==> src/rtl/pprs_pkg.sv <==
`timescale 1ns / 1ps
package pprs_pkg;
    localparam logic OP_ARRIVE = 1'b0;
    localparam logic OP_TICK   = 1'b1;

    localparam logic [1:0] ST_OK    = 2'd0;
    localparam logic [1:0] ST_FULL  = 2'd1;
    localparam logic [1:0] ST_ZERO  = 2'd2;

    localparam logic [7:0] QUANTUM_RESET = 8'd4;
    localparam logic [0:0] REG_QUANTUM   = 1'b0;

    // controller -> datapath
    typedef struct packed {
        logic clear_scan;   // start a minimum search
        logic scan_step;    // examine one store slot
        logic do_arrive;    // write arrival into the free slot
        logic do_decide;    // apply the scheduling decision
        logic do_exec;      // run one time unit
    } t_dp_cmd;

    // datapath -> controller
    typedef struct packed {
        logic scan_last;    // current slot is the last one
    } t_dp_sts;
endpackage

==> src/rtl/preemptive_priority_rr_scheduler_top.sv <==
`timescale 1ns / 1ps
// After acceptance the task store is scanned one slot per cycle, then the item is
// inserted (arrive) or the scheduling decision applied (tick), followed by an
// execute step on ticks; the result is held until taken. One item at a time: a new
// item is accepted only after the previous result has been taken.
// Reset (synchronous, active low) empties store, FIFO and CPU; quantum = 4.
module preemptive_priority_rr_scheduler_top
    import pprs_pkg::*;
#(
    parameter int MAX_TASKS = 16
) (
    input  logic        i_clk,
    input  logic        i_rst_n,
    input  logic        i_in_valid,
    output logic        o_in_ready,
    input  logic        i_opcode,
    input  logic [7:0]  i_task_id,
    input  logic [15:0] i_burst_length,
    input  logic [7:0]  i_task_priority,
    output logic        o_out_valid,
    input  logic        i_out_ready,
    output logic [1:0]  o_status,
    output logic        o_running_valid,
    output logic [7:0]  o_running_id,
    output logic        o_finished,
    output logic        o_sliced,
    input  logic        psel,
    input  logic        penable,
    input  logic        pwrite,
    input  logic [0:0]  paddr,
    input  logic [31:0] pwdata,
    output logic [31:0] prdata,
    output logic        pready
);
    t_dp_cmd    w_cmd;
    t_dp_sts    w_sts;
    logic [7:0] r_quantum;

    // Single register: quantum at address 0.
    assign pready = 1'b1;
    assign prdata = (paddr == REG_QUANTUM) ? {24'd0, r_quantum} : 32'd0;

    always_ff @(posedge i_clk) begin
        if (!i_rst_n) begin
            r_quantum <= QUANTUM_RESET;
        end else if (psel && penable && pwrite && paddr == REG_QUANTUM) begin
            r_quantum <= pwdata[7:0];
        end
    end

    pprs_ctrl u_ctrl (
        .i_clk, .i_rst_n, .i_in_valid, .o_in_ready, .i_opcode,
        .o_out_valid, .i_out_ready, .o_cmd(w_cmd), .i_sts(w_sts)
    );

    pprs_datapath #(.MAX_TASKS(MAX_TASKS)) u_dp (
        .i_clk, .i_rst_n, .i_cmd(w_cmd), .o_sts(w_sts), .i_quantum(r_quantum),
        .i_task_id, .i_burst_length, .i_task_priority, .o_status,
        .o_running_valid, .o_running_id, .o_finished, .o_sliced
    );
endmodule

==> src/rtl/pprs_datapath.sv <==
`timescale 1ns / 1ps
module pprs_datapath
    import pprs_pkg::*;
#(
    parameter int MAX_TASKS = 16
) (
    input  logic        i_clk,
    input  logic        i_rst_n,
    input  t_dp_cmd     i_cmd,
    output t_dp_sts     o_sts,
    input  logic [7:0]  i_quantum,
    input  logic [7:0]  i_task_id,
    input  logic [15:0] i_burst_length,
    input  logic [7:0]  i_task_priority,
    output logic [1:0]  o_status,
    output logic        o_running_valid,
    output logic [7:0]  o_running_id,
    output logic        o_finished,
    output logic        o_sliced
);
    localparam int AW = (MAX_TASKS > 1) ? $clog2(MAX_TASKS) : 1;
    localparam int CW = $clog2(MAX_TASKS + 1);
    localparam logic [AW-1:0] LAST = AW'(MAX_TASKS - 1);

    logic [MAX_TASKS-1:0] r_svalid;
    logic [7:0]  r_sid  [MAX_TASKS];
    logic [15:0] r_srem [MAX_TASKS];
    logic [7:0]  r_sprio[MAX_TASKS];
    logic [7:0]  r_fid  [MAX_TASKS];
    logic [15:0] r_frem [MAX_TASKS];
    logic [7:0]  r_fprio[MAX_TASKS];

    logic [AW-1:0] r_head, r_tail, r_idx, r_best, r_free;
    logic [CW-1:0] r_fcount, r_present;
    logic          r_found, r_free_ok;
    logic [7:0]    r_bid, r_bprio;
    logic [15:0]   r_brem;
    logic          r_cvalid, r_cfifo;
    logic [7:0]    r_cid, r_cprio, r_qleft;
    logic [15:0]   r_crem;
    logic [7:0]    r_in_id, r_in_prio;
    logic [15:0]   r_in_burst;

    logic [7:0] w_q;
    logic       w_better;
    assign w_q = (i_quantum == 8'd0) ? 8'd1 : i_quantum;
    assign o_sts.scan_last = (r_idx == LAST);

    assign w_better = r_svalid[r_idx] && (!r_found || r_sprio[r_idx] < r_bprio ||
        (r_sprio[r_idx] == r_bprio && r_sid[r_idx] < r_bid));

    function automatic logic [AW-1:0] inc(input logic [AW-1:0] p);
        return (p == LAST) ? '0 : p + AW'(1);
    endfunction

    always_ff @(posedge i_clk) begin
        if (!i_rst_n) begin
            r_svalid <= '0; r_head <= '0; r_tail <= '0; r_fcount <= '0;
            r_present <= '0; r_cvalid <= 1'b0; r_cfifo <= 1'b0; r_cid <= '0;
            r_cprio <= '0; r_crem <= '0; r_qleft <= '0; r_idx <= '0;
            r_found <= 1'b0; r_free_ok <= 1'b0; r_best <= '0; r_free <= '0;
            r_bid <= '0; r_bprio <= '0; r_brem <= '0;
            r_in_id <= '0; r_in_burst <= '0; r_in_prio <= '0;
            o_status <= ST_OK; o_running_valid <= 1'b0; o_running_id <= '0;
            o_finished <= 1'b0; o_sliced <= 1'b0;
        end else begin
            if (i_cmd.clear_scan) begin
                r_idx <= '0; r_found <= 1'b0; r_free_ok <= 1'b0;
                // hold the accepted item's fields for the insert
                r_in_id <= i_task_id; r_in_burst <= i_burst_length;
                r_in_prio <= i_task_priority;
            end
            if (i_cmd.scan_step) begin
                if (w_better) begin
                    r_found <= 1'b1; r_best <= r_idx; r_bid <= r_sid[r_idx];
                    r_bprio <= r_sprio[r_idx]; r_brem <= r_srem[r_idx];
                end
                if (!r_svalid[r_idx] && !r_free_ok) begin
                    r_free_ok <= 1'b1; r_free <= r_idx;
                end
                if (r_idx != LAST) r_idx <= r_idx + AW'(1);
            end
            if (i_cmd.do_arrive) begin
                o_running_valid <= 1'b0; o_running_id <= '0;
                o_finished <= 1'b0; o_sliced <= 1'b0;
                if (r_in_burst == 16'd0) o_status <= ST_ZERO;
                else if (r_present >= CW'(MAX_TASKS) || !r_free_ok) o_status <= ST_FULL;
                else begin
                    o_status <= ST_OK;
                    r_svalid[r_free] <= 1'b1; r_sid[r_free] <= r_in_id;
                    r_srem[r_free] <= r_in_burst; r_sprio[r_free] <= r_in_prio;
                    r_present <= r_present + CW'(1);
                end
            end
            if (i_cmd.do_decide) begin
                if (!r_cvalid) begin
                    if (r_found) begin
                        r_cvalid <= 1'b1; r_cid <= r_bid; r_crem <= r_brem;
                        r_cprio <= r_bprio; r_cfifo <= 1'b0; r_svalid[r_best] <= 1'b0;
                        r_qleft <= w_q;
                    end else if (r_fcount != '0) begin
                        r_cvalid <= 1'b1; r_cid <= r_fid[r_head];
                        r_crem <= r_frem[r_head]; r_cprio <= r_fprio[r_head];
                        r_cfifo <= 1'b1; r_head <= inc(r_head);
                        r_fcount <= r_fcount - CW'(1); r_qleft <= w_q;
                    end
                end else if (r_found && (r_cfifo || r_bprio < r_cprio)) begin
                    // preempt: push current, take best (FIFO bounded by present count)
                    r_fid[r_tail] <= r_cid; r_frem[r_tail] <= r_crem;
                    r_fprio[r_tail] <= r_cprio; r_tail <= inc(r_tail);
                    r_fcount <= r_fcount + CW'(1);
                    r_cid <= r_bid; r_crem <= r_brem; r_cprio <= r_bprio;
                    r_cfifo <= 1'b0; r_svalid[r_best] <= 1'b0; r_qleft <= w_q;
                end
            end
            if (i_cmd.do_exec) begin
                o_status <= ST_OK;
                o_running_valid <= r_cvalid;
                o_running_id <= r_cvalid ? r_cid : 8'd0;
                o_finished <= r_cvalid && (r_crem == 16'd1);
                o_sliced <= r_cvalid && (r_crem != 16'd1) && (r_qleft == 8'd1);
                if (r_cvalid) begin
                    r_crem <= r_crem - 16'd1; r_qleft <= r_qleft - 8'd1;
                    if (r_crem == 16'd1) begin
                        r_cvalid <= 1'b0;
                        if (r_present != '0) r_present <= r_present - CW'(1);
                    end else if (r_qleft == 8'd1) begin
                        r_cvalid <= 1'b0;
                        r_fid[r_tail] <= r_cid; r_frem[r_tail] <= r_crem - 16'd1;
                        r_fprio[r_tail] <= r_cprio; r_tail <= inc(r_tail);
                        r_fcount <= r_fcount + CW'(1);
                    end
                end
            end
        end
    end

    a_fifo_bound: assert property (@(posedge i_clk) disable iff (!i_rst_n)
        r_fcount <= r_present) else $error("fifo count exceeds tasks present");
    a_fin_excl: assert property (@(posedge i_clk) disable iff (!i_rst_n)
        !(o_finished && o_sliced)) else $error("finished and sliced together");
    a_run_id: assert property (@(posedge i_clk) disable iff (!i_rst_n)
        !o_running_valid |-> (o_running_id == 8'd0 && !o_finished))
        else $error("idle result carries task data");
endmodule

==> src/rtl/pprs_ctrl.sv <==
`timescale 1ns / 1ps
module pprs_ctrl
    import pprs_pkg::*;
(
    input  logic    i_clk,
    input  logic    i_rst_n,
    input  logic    i_in_valid,
    output logic    o_in_ready,
    input  logic    i_opcode,
    output logic    o_out_valid,
    input  logic    i_out_ready,
    output t_dp_cmd o_cmd,
    input  t_dp_sts i_sts
);
    localparam logic [2:0] S_IDLE = 3'd0, S_SCAN = 3'd1, S_APPLY = 3'd2,
                           S_EXEC = 3'd3, S_OUT = 3'd4;
    logic [2:0] r_state, n_state;
    logic       r_op;

    assign o_in_ready  = (r_state == S_IDLE);
    assign o_out_valid = (r_state == S_OUT);

    always_comb begin
        o_cmd = '0;
        n_state = r_state;
        case (r_state)
            S_IDLE: if (i_in_valid) begin
                o_cmd.clear_scan = 1'b1; n_state = S_SCAN;
            end
            S_SCAN: begin
                o_cmd.scan_step = 1'b1;
                if (i_sts.scan_last) n_state = S_APPLY;
            end
            S_APPLY: begin
                if (r_op == OP_ARRIVE) begin
                    o_cmd.do_arrive = 1'b1; n_state = S_OUT;
                end else begin
                    o_cmd.do_decide = 1'b1; n_state = S_EXEC;
                end
            end
            S_EXEC: begin
                o_cmd.do_exec = 1'b1; n_state = S_OUT;
            end
            S_OUT: if (i_out_ready) n_state = S_IDLE;
            default: n_state = S_IDLE;
        endcase
    end

    always_ff @(posedge i_clk) begin
        if (!i_rst_n) begin
            r_state <= S_IDLE; r_op <= 1'b0;
        end else begin
            r_state <= n_state;
            if (r_state == S_IDLE && i_in_valid) r_op <= i_opcode;
        end
    end

    a_one_cmd: assert property (@(posedge i_clk) disable iff (!i_rst_n)
        $onehot0({o_cmd.scan_step, o_cmd.do_arrive, o_cmd.do_decide, o_cmd.do_exec}))
        else $error("overlapping datapath commands");
    a_exec_after: assert property (@(posedge i_clk) disable iff (!i_rst_n)
        o_cmd.do_decide |=> o_cmd.do_exec) else $error("decide not followed by exec");
endmodule

==> config.mk <==
export PLATFORM = sky130hd
export DESIGN_NAME = preemptive_priority_rr_scheduler_top
export DESIGN_NICKNAME = d
export VERILOG_FILES = /design/src/rtl/pprs_pkg.sv /design/src/rtl/preemptive_priority_rr_scheduler_top.sv /design/src/rtl/pprs_datapath.sv /design/src/rtl/pprs_ctrl.sv
export SDC_FILE = /design/constraint.sdc
export NUM_CORES = 1
export LEC_CHECK = 0
export ABC_CLOCK_PERIOD_IN_PS = 14070
export BUFFER_PORTS_ARGS = -buffer_cell sky130_fd_sc_hd__buf_2
export CAP_MARGIN = 25
export CORE_UTILIZATION = 63
export DETAILED_ROUTE_END_ITERATION = 16
export PLACE_DENSITY_LB_ADDON = 0.15
export SLEW_MARGIN = 20
export SYNTH_ARGS = -nofsm -noshare
export SYNTH_HDL_FRONTEND = slang
export SYNTH_SLANG_ARGS = --single-unit
==> constraint.sdc <==
create_clock -name i_clk -period 14.07 [get_ports i_clk]
set_input_delay 2.814 -clock i_clk [delete_from_list [all_inputs] [get_ports i_clk]]
set_output_delay 2.814 -clock i_clk [all_outputs]
set_load 0.02 [all_outputs]
==> qor.txt, run 1 <==
RePlAce Congestion: 0.861
Via density: 6.59
H-tree Lvls: 3
Worst Path Arrival: 6.74 ns
CP Cell Sequence: buf_4 -> buf_4 -> mux4_2 -> nor2b_1 -> a211oi_1 -> a21oi_1 -> ha_1 -> nand4b_1 -> a2111o_1 -> a221oi_1 -> o211ai_1 -> nor2_4 -> buf_4 -> nand3_1 -> o21ai_0
Mapped Avg Cell Area: 17.3 sq um
VDD IR-drop max: 0.168 mV
Pwr dens: 135 nW/um^2
Layout cells sized above 1: 21.3%
GRT overflow: 0
Reg2reg path depth: 15
Leak: 16.9 nW
Int Pwr: 5.76 mW
CP Launch Type: flop
Post-synth top area share: 64.0%
DRC: 0
R2R Setup Slk: 7.93 ns
EDFF count, synth: 1024
Final TNS setup: 0 ns
Inserted Clock Buffers: 114
Die width: 278 um
Number of port buffers: 71
Yosys top cell by area: edfxtp_1
Final setup violation count: 0
Clk_skew: 0.0316 ns
Diodes inserted: 0
Seq/Total Area, Yosys: 71.6%
Distinct cells, synth: 71
Switching Fraction: 20.1%
Ys async rst share: 0%
Post-synthesis adder-cell area fraction: 0.937%
Net switching power: 1.45 mW
Final Slew Violations: 0
Rows: 100
DRT Pass-1 Iters: 8
Slew of the pin with the lowest slew margin: 1.02 ns
Worst path slowest cell: buf_4
Top Layer Used: met4
RSZ-0062 raised after global routing: no
Mapped Area: 48000 sq um
Final ANT Viol Nets: 0
Clk Tree Root Cell: clkbuf_16
Mapped Cells: 2782
Post-synthesis simple-gate area fraction: 5.16%
Relative slew margins: 32.0%
Multiplexer area fraction after synthesis: 14.1%
Pwr Total: 7.21 mW
Area delta synth->final: 11.2%
WS Path Type: reg -> reg
Wl on met1: 42200 um
Fin. Hold Viols: 0
Hold buffers post-CTS: 0
Vias in the first global route: 26300
Clk buf depth: 3
Routed wire length on met2: 54200 um
Fin crit share: 43.6%
Pin count of the biggest net entering global routing: 82
Met3 WL: 8400 um
Finished Cell Area: 53400 sq um
Hold Path Class: reg -> reg
HPWL Detailed: 59300 um
Combinational power share: 2.6%
Final WL: 108000 um
Crit path time final: 6.14 ns
Num ports: 121
Post-CTS Setup Inserts: 0
Cts repair resizes: 0
XOR/XNOR Fraction of Synth Area: 0.456%
Hold depth: 2
DRT iter0 DRCs: 2750
Cell mode on critical path: buf_4
Initial antenna violation count: 1
Crit end category: flop
CP required: 14.67 ns
Outcome: finished, final reports clean
Compound-gate portion of the synthesized area: 5.52%
Max-Cap Viols: 0
Seq cells post-synth: 1207
Clock power frac: 43.1%
Sequential Power Share: 54.3%
Core area: 74900 sq um
Routed length per instance: 27.4 um
Yosys Warn Count: 0
Vias: 25900
GRT Util Overall: 28.2%
Clock sinks: 1207
Initial cell density of the core: 64.1%
Die Area: 77400 sq um
Post-DP Area: 49500 sq um
Worst Path Max Fanout: 45
Filler Cells Inserted: 4545
Largest family of logic cells by synthesized area: multiplexers
Clock Latency Late Sink: 0.69 ns
Critical Path Max Stage Delay: 0.79 ns
Die Ht: 278 um
First-pass GRT wire length: 161000 um
Final Net Count: 2974
FMAX: 0.163 GHz
CTS clock-pin slew for the worst setup and hold paths: 0.06 ns
Top cells by area, synth: edfxtp_1 (64%), mux4_2 (13%), dfxtp_1 (7.6%)
Ys flop type: edfxtp_1
CTS tree: done
[stage by stage]
step | setup WS (ns) | hold slack, ns | utilization, % | std cells
2_1_floorplan | 7.26 | 0.436 | - | 2805
3_3_place_gp | 7.62 | 0.469 | 66.0 | 3711
3_5_place_dp | 7.51 | 0.471 | 66.1 | 3712
4_1_cts | 7.81 | 0.480 | 71.2 | 3930
5_1_grt | 7.35 | 0.497 | 71.3 | 3936
6_report | 7.93 | 0.481 | 71.3 | 3936
[routing by layer]
metal | vias to the layer above | GRT usage [%]
li1 | 11200 | -
met1 | 13300 | 38.4
met2 | 1217 | 47.1
met3 | 224 | 4.67
met4 | 0 | 9.22
met5 | - | 0
[power by group through the flow]
| stage | Clock [mW] | Sequential [mW] | Combinational [mW] |
|---|---|---|---|
| finish | 3.11 | 3.91 | 0.189 |
| global route | 3.27 | 3.91 | 0.206 |
| CTS | 3.14 | 3.91 | 0.191 |
| detailed placement | 0 | 3.99 | 0.190 |
| global placement | 0 | 3.98 | 0.186 |
| floorplan | 0 | 3.97 | 0.153 |
[placed cells by master (no fill, tap or decap), drive strengths merged, types with 62 or more instances in the layout]
master  synthesis  final
buf            83    131
nor2           82     82
nand3          62     62
clkbuf        109    169
mux2i          69     69
nor2b          64     64
o21ai          79     79
nand2         169    169
a21oi         151    151
mux4          270    270
a211oi         69     69
dfxtp         183    183
edfxtp       1024   1024
[state kept, by name, summed over array words and instances, names as in the netlist, 16 cells and up, named ones only]
signal,flops
u_dp.r_brem,16
u_dp.r_in_burst,16
u_dp.r_svalid,16
u_dp.r_crem,16
u_dp.r_srem,256
u_dp.r_fprio,128
u_dp.r_sprio,128
u_dp.r_fid,128
u_dp.r_frem,256
u_dp.r_sid,128
[cell families (layout without fill, tap and decap cells)]
logic type,count (synthesis),count (layout)
other,2,25
buffers and inverters,235,397
xor gates and xnor gates,25,25
adders and majority gates,36,36
DFF,1207,1207
and+or+nand+nor,510,510
muxes,341,341
AOI/OAI and AO/OA,426,426
[final timing paths]
check,endpoint,start
setup / recovery,u_dp.r_brem[4],u_dp.r_idx[0]
hold / removal,u_dp.r_brem[14],u_dp.r_brem[14]
setup reg to reg,u_dp.r_brem[4],u_dp.r_idx[0]
hold reg to reg,u_dp.r_brem[14],u_dp.r_brem[14]
[cells in the mapped netlist, types with 3 or more instances]
cell type and n:
a21o_1 5, mux2i_1 69, or3_1 11, nor2b_1 64, buf_4 27, o21ai_0 79
xor2_1 14, edfxtp_1 1024, buf_1 15, a22oi_1 31, nand4b_1 4, inv_1 42
nor3_1 44, a31oi_1 11, nor3b_1 3, nand3_1 62, nand2b_1 6, a21oi_1 151
mux4_2 270, clkbuf_1 109, nor2_1 82, o22ai_1 12, nand2_1 169, a221oi_1 3
o31ai_1 14, a211oi_1 69, nor4_1 18, buf_2 41, xnor2_1 11, and2_1 15
nand4_1 11, and3_1 7, o21a_1 5, a21boi_0 11, a31o_2 3, dfxtp_1 183
o211ai_1 8, ha_1 36
[critical path, delay by kind of cell (launching register included)]
family | cells | cell delay, ns
fa+ha+maj | 1 | 0.40
mux | 1 | 0.59
flops | 1 | 0.65
simple gates | 4 | 0.92
compound gates | 6 | 1.55
buf+inv | 3 | 1.82
[cell type report]
type                    instances  area, sq um  area share, %
flip-flops and latches       1207        34400           64.5
multi-input cells            1363        12900           24.2
inverters                      43          163          0.304
repair buffers                136          858           1.61
well taps                     969         1210           2.27
clock inverters                54          667           1.25
clock buffers                 164         3160           5.92
Power figures use the tool's default switching activity.
==> inputs of run 2 (changes only) <==
--- a/config.mk
+++ b/config.mk
@@ -5,10 +5,11 @@
 export SDC_FILE = /design/constraint.sdc
 export NUM_CORES = 1
 export LEC_CHECK = 0
-export ABC_CLOCK_PERIOD_IN_PS = 14070
+export ABC_AREA = 1
+export ABC_CLOCK_PERIOD_IN_PS = 6100
 export BUFFER_PORTS_ARGS = -buffer_cell sky130_fd_sc_hd__buf_2
 export CAP_MARGIN = 25
-export CORE_UTILIZATION = 63
+export CORE_UTILIZATION = 62
 export DETAILED_ROUTE_END_ITERATION = 16
 export PLACE_DENSITY_LB_ADDON = 0.15
 export SLEW_MARGIN = 20
==> constraint.sdc (replaced) <==
create_clock -name i_clk -period 6.1 [get_ports i_clk]
set_input_delay 1.22 -clock i_clk [delete_from_list [all_inputs] [get_ports i_clk]]
set_output_delay 1.22 -clock i_clk [all_outputs]
set_load 0.02 [all_outputs]
==> run 2 against run 1 <==
Global-route usage increased by 1.9 points; hold slack got worse by 0.022 ns; critical endpoint is now u_dp.r_brem[14]; combinational power increased to 14 times the previous value; maximum frequency increased by 26%; largest power group unchanged.
==> qor.txt, run 2 <==
Outcome: finished, final reports clean
Post-synth top cells: edfxtp_1 (1024), nor2_1 (700), o21ai_0 (616)
Clk_skew: 0.0277 ns (-0.00389 ns)
Vias: 33500 (+29%)
Hold EP: u_dp.o_finished
Vias in the first global route: 31400 (+19%)
GRT overflow: 0 (unchanged)
R2R Setup Slk: 1.22 ns (-6.71 ns)
Clock sinks: 1207 (unchanged)
CP required: 6.65 ns (-8.02 ns)
HPWL Detailed: 68500 um (+16%)
Clock Latency Late Sink: 0.68 ns (about the same)
Commonest non-fill, non-tap cell in the layout: edfxtp_1
Pwr dens: 348 nW/um^2 (+160%)
H-tree Lvls: 3 (unchanged)
DRC: 0 (unchanged)
Net switching power: 5.11 mW (+250%)
Seq/Total Area, Yosys: 69.5% (-2.1 points)
Core area: 79000 sq um (+5.4%)
Worst reg2reg path startpoint: u_dp.r_idx[1]
Post-synth top area share: 62.1% (-1.9 points)
Rows: 103 (+3.0%)
Routed length per instance: 22.5 um (-18%)
Fin. Hold Viols: 0 (unchanged)
Combinational power share: 14.2% (+12 points)
Cts repair resizes: 0 (unchanged)
Relative slew margins: 28.2% (-3.8 points)
First-pass GRT wire length: 185000 um (+15%)
Pre-CTS setup slack: 1.31 ns (-6.20 ns)
Reg2reg path depth: 19 (+4)
Mapped Area: 49500 sq um (+3.0%)
Clock power frac: 35.8% (-7.3 points)
Final TNS setup: 0 ns (unchanged)
Worst Path Arrival: 5.43 ns (-1.31 ns)
Ys flop type: edfxtp_1
Final Slew Violations: 0 (unchanged)
Sequential Power Share: 50.0% (-4.3 points)
Fin crit share: 80.0% (+36 points)
Clk buf depth: 3 (unchanged)
Most frequent cells in the layout: edfxtp_1 (1024), nor2_1 (667), o21ai_0 (615)
Yosys Warn Count: 0 (unchanged)
Clk Tree Root Cell: clkbuf_16
Initial antenna violation count: 1 (unchanged)
Final core utilization: 69.0% (-2.3 points)
Final worst setup slack: 1.22 ns (-6.71 ns)
DRT Pass-1 Iters: 5 (-3)
Int Pwr: 13.8 mW (+140%)
Slew of the pin with the lowest slew margin: 1.08 ns (+0.0575 ns)
Hold depth: 2 (unchanged)
Yosys top cell by area: edfxtp_1
Die Area: 81000 sq um (+4.6%)
Layout cells sized above 1: 8.59% (-13 points)
Inserted Clock Buffers: 114 (unchanged)
Switching Fraction: 27.0% (+6.9 points)
Hold_sp: u_dp.o_finished
Die width: 285 um (+2.3%)
Final setup violation count: 0 (unchanged)
Seq cells post-synth: 1207 (unchanged)
Crit end category: flop
RR Endpoint: u_dp.r_brem[14]
Number of port buffers: 71 (unchanged)
Hold Path Class: reg -> reg
Crit path time final: 4.88 ns (-1.26 ns)
Hold buffers post-CTS: 0 (unchanged)
Worst Path Max Fanout: 89 (+98%)
Mapped Cells: 4319 (+55%)
Post-CTS Setup Inserts: 0 (unchanged)
Distinct cells, synth: 47 (-34%)
Pin count of the biggest net entering global routing: 155 (+89%)
CTS tree: done
Top cells by area, synth: edfxtp_1 (62%), dfxtp_1 (7.4%), o21ai_0 (6.2%)
VDD IR-drop max: 0.311 mV (+85%)
Hold slack final: 0.459 ns (-0.0218 ns)
RSZ-0062 raised after global routing: no
EDFF count, synth: 1024 (unchanged)
DRT iter0 DRCs: 3472 (+26%)
Via density: 6.15 (-6.6%)
CTS clock-pin slew for the worst setup and hold paths: 0.06 ns (about the same)
Max-Cap Viols: 0 (unchanged)
Area delta synth->final: 10.1%
FMAX: 0.205 GHz (+26%)
Ys async rst share: 0% (unchanged)
Initial cell density of the core: 62.7% (-1.5 points)
GRT Util Overall: 30.1% (+1.9 points)
Largest regs: u_dp.r_frem x256, u_dp.r_srem x256
Diodes inserted: 0 (unchanged)
RePlAce Congestion: 0.847 (-1.6%)
Final WL: 123000 um (+14%)
Most frequent cell after synthesis: edfxtp_1
Final Net Count: 4413 (+48%)
Final ANT Viol Nets: 0 (unchanged)
CP Launch Type: flop
WS Path Type: reg -> reg
Leak: 19.3 nW (+14%)
Die Ht: 285 um (+2.3%)
Num ports: 121 (unchanged)
Pwr Total: 18.9 mW (+160%)
Mapped Avg Cell Area: 11.5 sq um (-34%)
run 2: stage by stage:
step	area, sq um	cells
floorplan	49600	4342
global placement	50800	5234
detailed placement	50900	5236
CTS	54400	5448
global route	54500	5450
finish	54500	5450
run 2: worst max-delay path, cell delays in order (launching register included):
cell and delay (ns):
dfxtp_4 0.35, buf_4 0.45, buf_4 0.84, o21ai_0 0.23, o221ai_1 0.24, o211ai_1 0.13, and3_1 0.33, inv_1 0.11
ha_1 0.25, a21oi_1 0.15, o21ai_0 0.11, nand3_1 0.08, nand2_1 0.05, nand2_1 0.05, a21oi_1 0.09, nand2_2 0.43
buf_4 0.48, nand3_1 0.15, nand2_1 0.09, nor2_1 0.04
run 2: cell families (layout without fill, tap and decap cells):
family,after synthesis,in the layout,share of synthesized area (%)
AOI/OAI and AO/OA,1185,1185,13.8
DFF,1207,1207,69.5
adders and majority gates,36,36,0.910
other,2,25,0.0152
muxes,4,4,0.0910
xor gates and xnor gates,21,21,0.372
buffers and inverters,505,563,4.25
and+or+nand+nor,1359,1359,11.1
run 2: power by group through the flow:
stage          clock [mW]  combinational, mW  sequential, mW
3_5_place_dp            0               2.63            9.64
4_1_cts              6.84               2.64            9.46
5_1_grt              7.14               2.95            9.50
3_3_place_gp            0               2.58            9.63
6_report             6.79               2.68            9.47
2_1_floorplan           0               1.83            9.51
run 2: routing by layer:
metal  GRT usage (%)  wire [um]  part of all wire (%)  up-vias
li1                -          -                     -    15600
met1            39.2      47700                    39    16200
met2            51.4      60800                    50     1487
met3            4.29       9640                   7.9      275
met4            11.7       4530                   3.7        2
met5               0         14                 0.011        -
run 2: how the worst max path moves through the flow:
stage / slack (ns) / end / cells after the start / start
after floorplan: 1.48 / u_dp.r_fid[3][0] / 15 / u_dp.r_cprio[1]
after global placement: 1.35 / u_dp.r_best[0] / 19 / u_dp.r_idx[1]
after detailed placement: 1.31 / u_dp.r_brem[14] / 19 / u_dp.r_idx[1]
after CTS: 1.26 / u_dp.r_brem[14] / 19 / u_dp.r_idx[1]
after global routing: 0.87 / u_dp.r_brem[14] / 19 / u_dp.r_idx[1]
final: 1.22 / u_dp.r_brem[14] / 19 / u_dp.r_idx[1]
run 2: area by class of cell:
cell class                 instances  area (sq um)
sequential                      1207         34400
fill                            5667         24500
multi-input combinational       2630         13300
clock buffer                     166          3210
tap                             1050          1310
timing repair buffer             158          1090
inverter                         193           736
clock inverter                    46           370
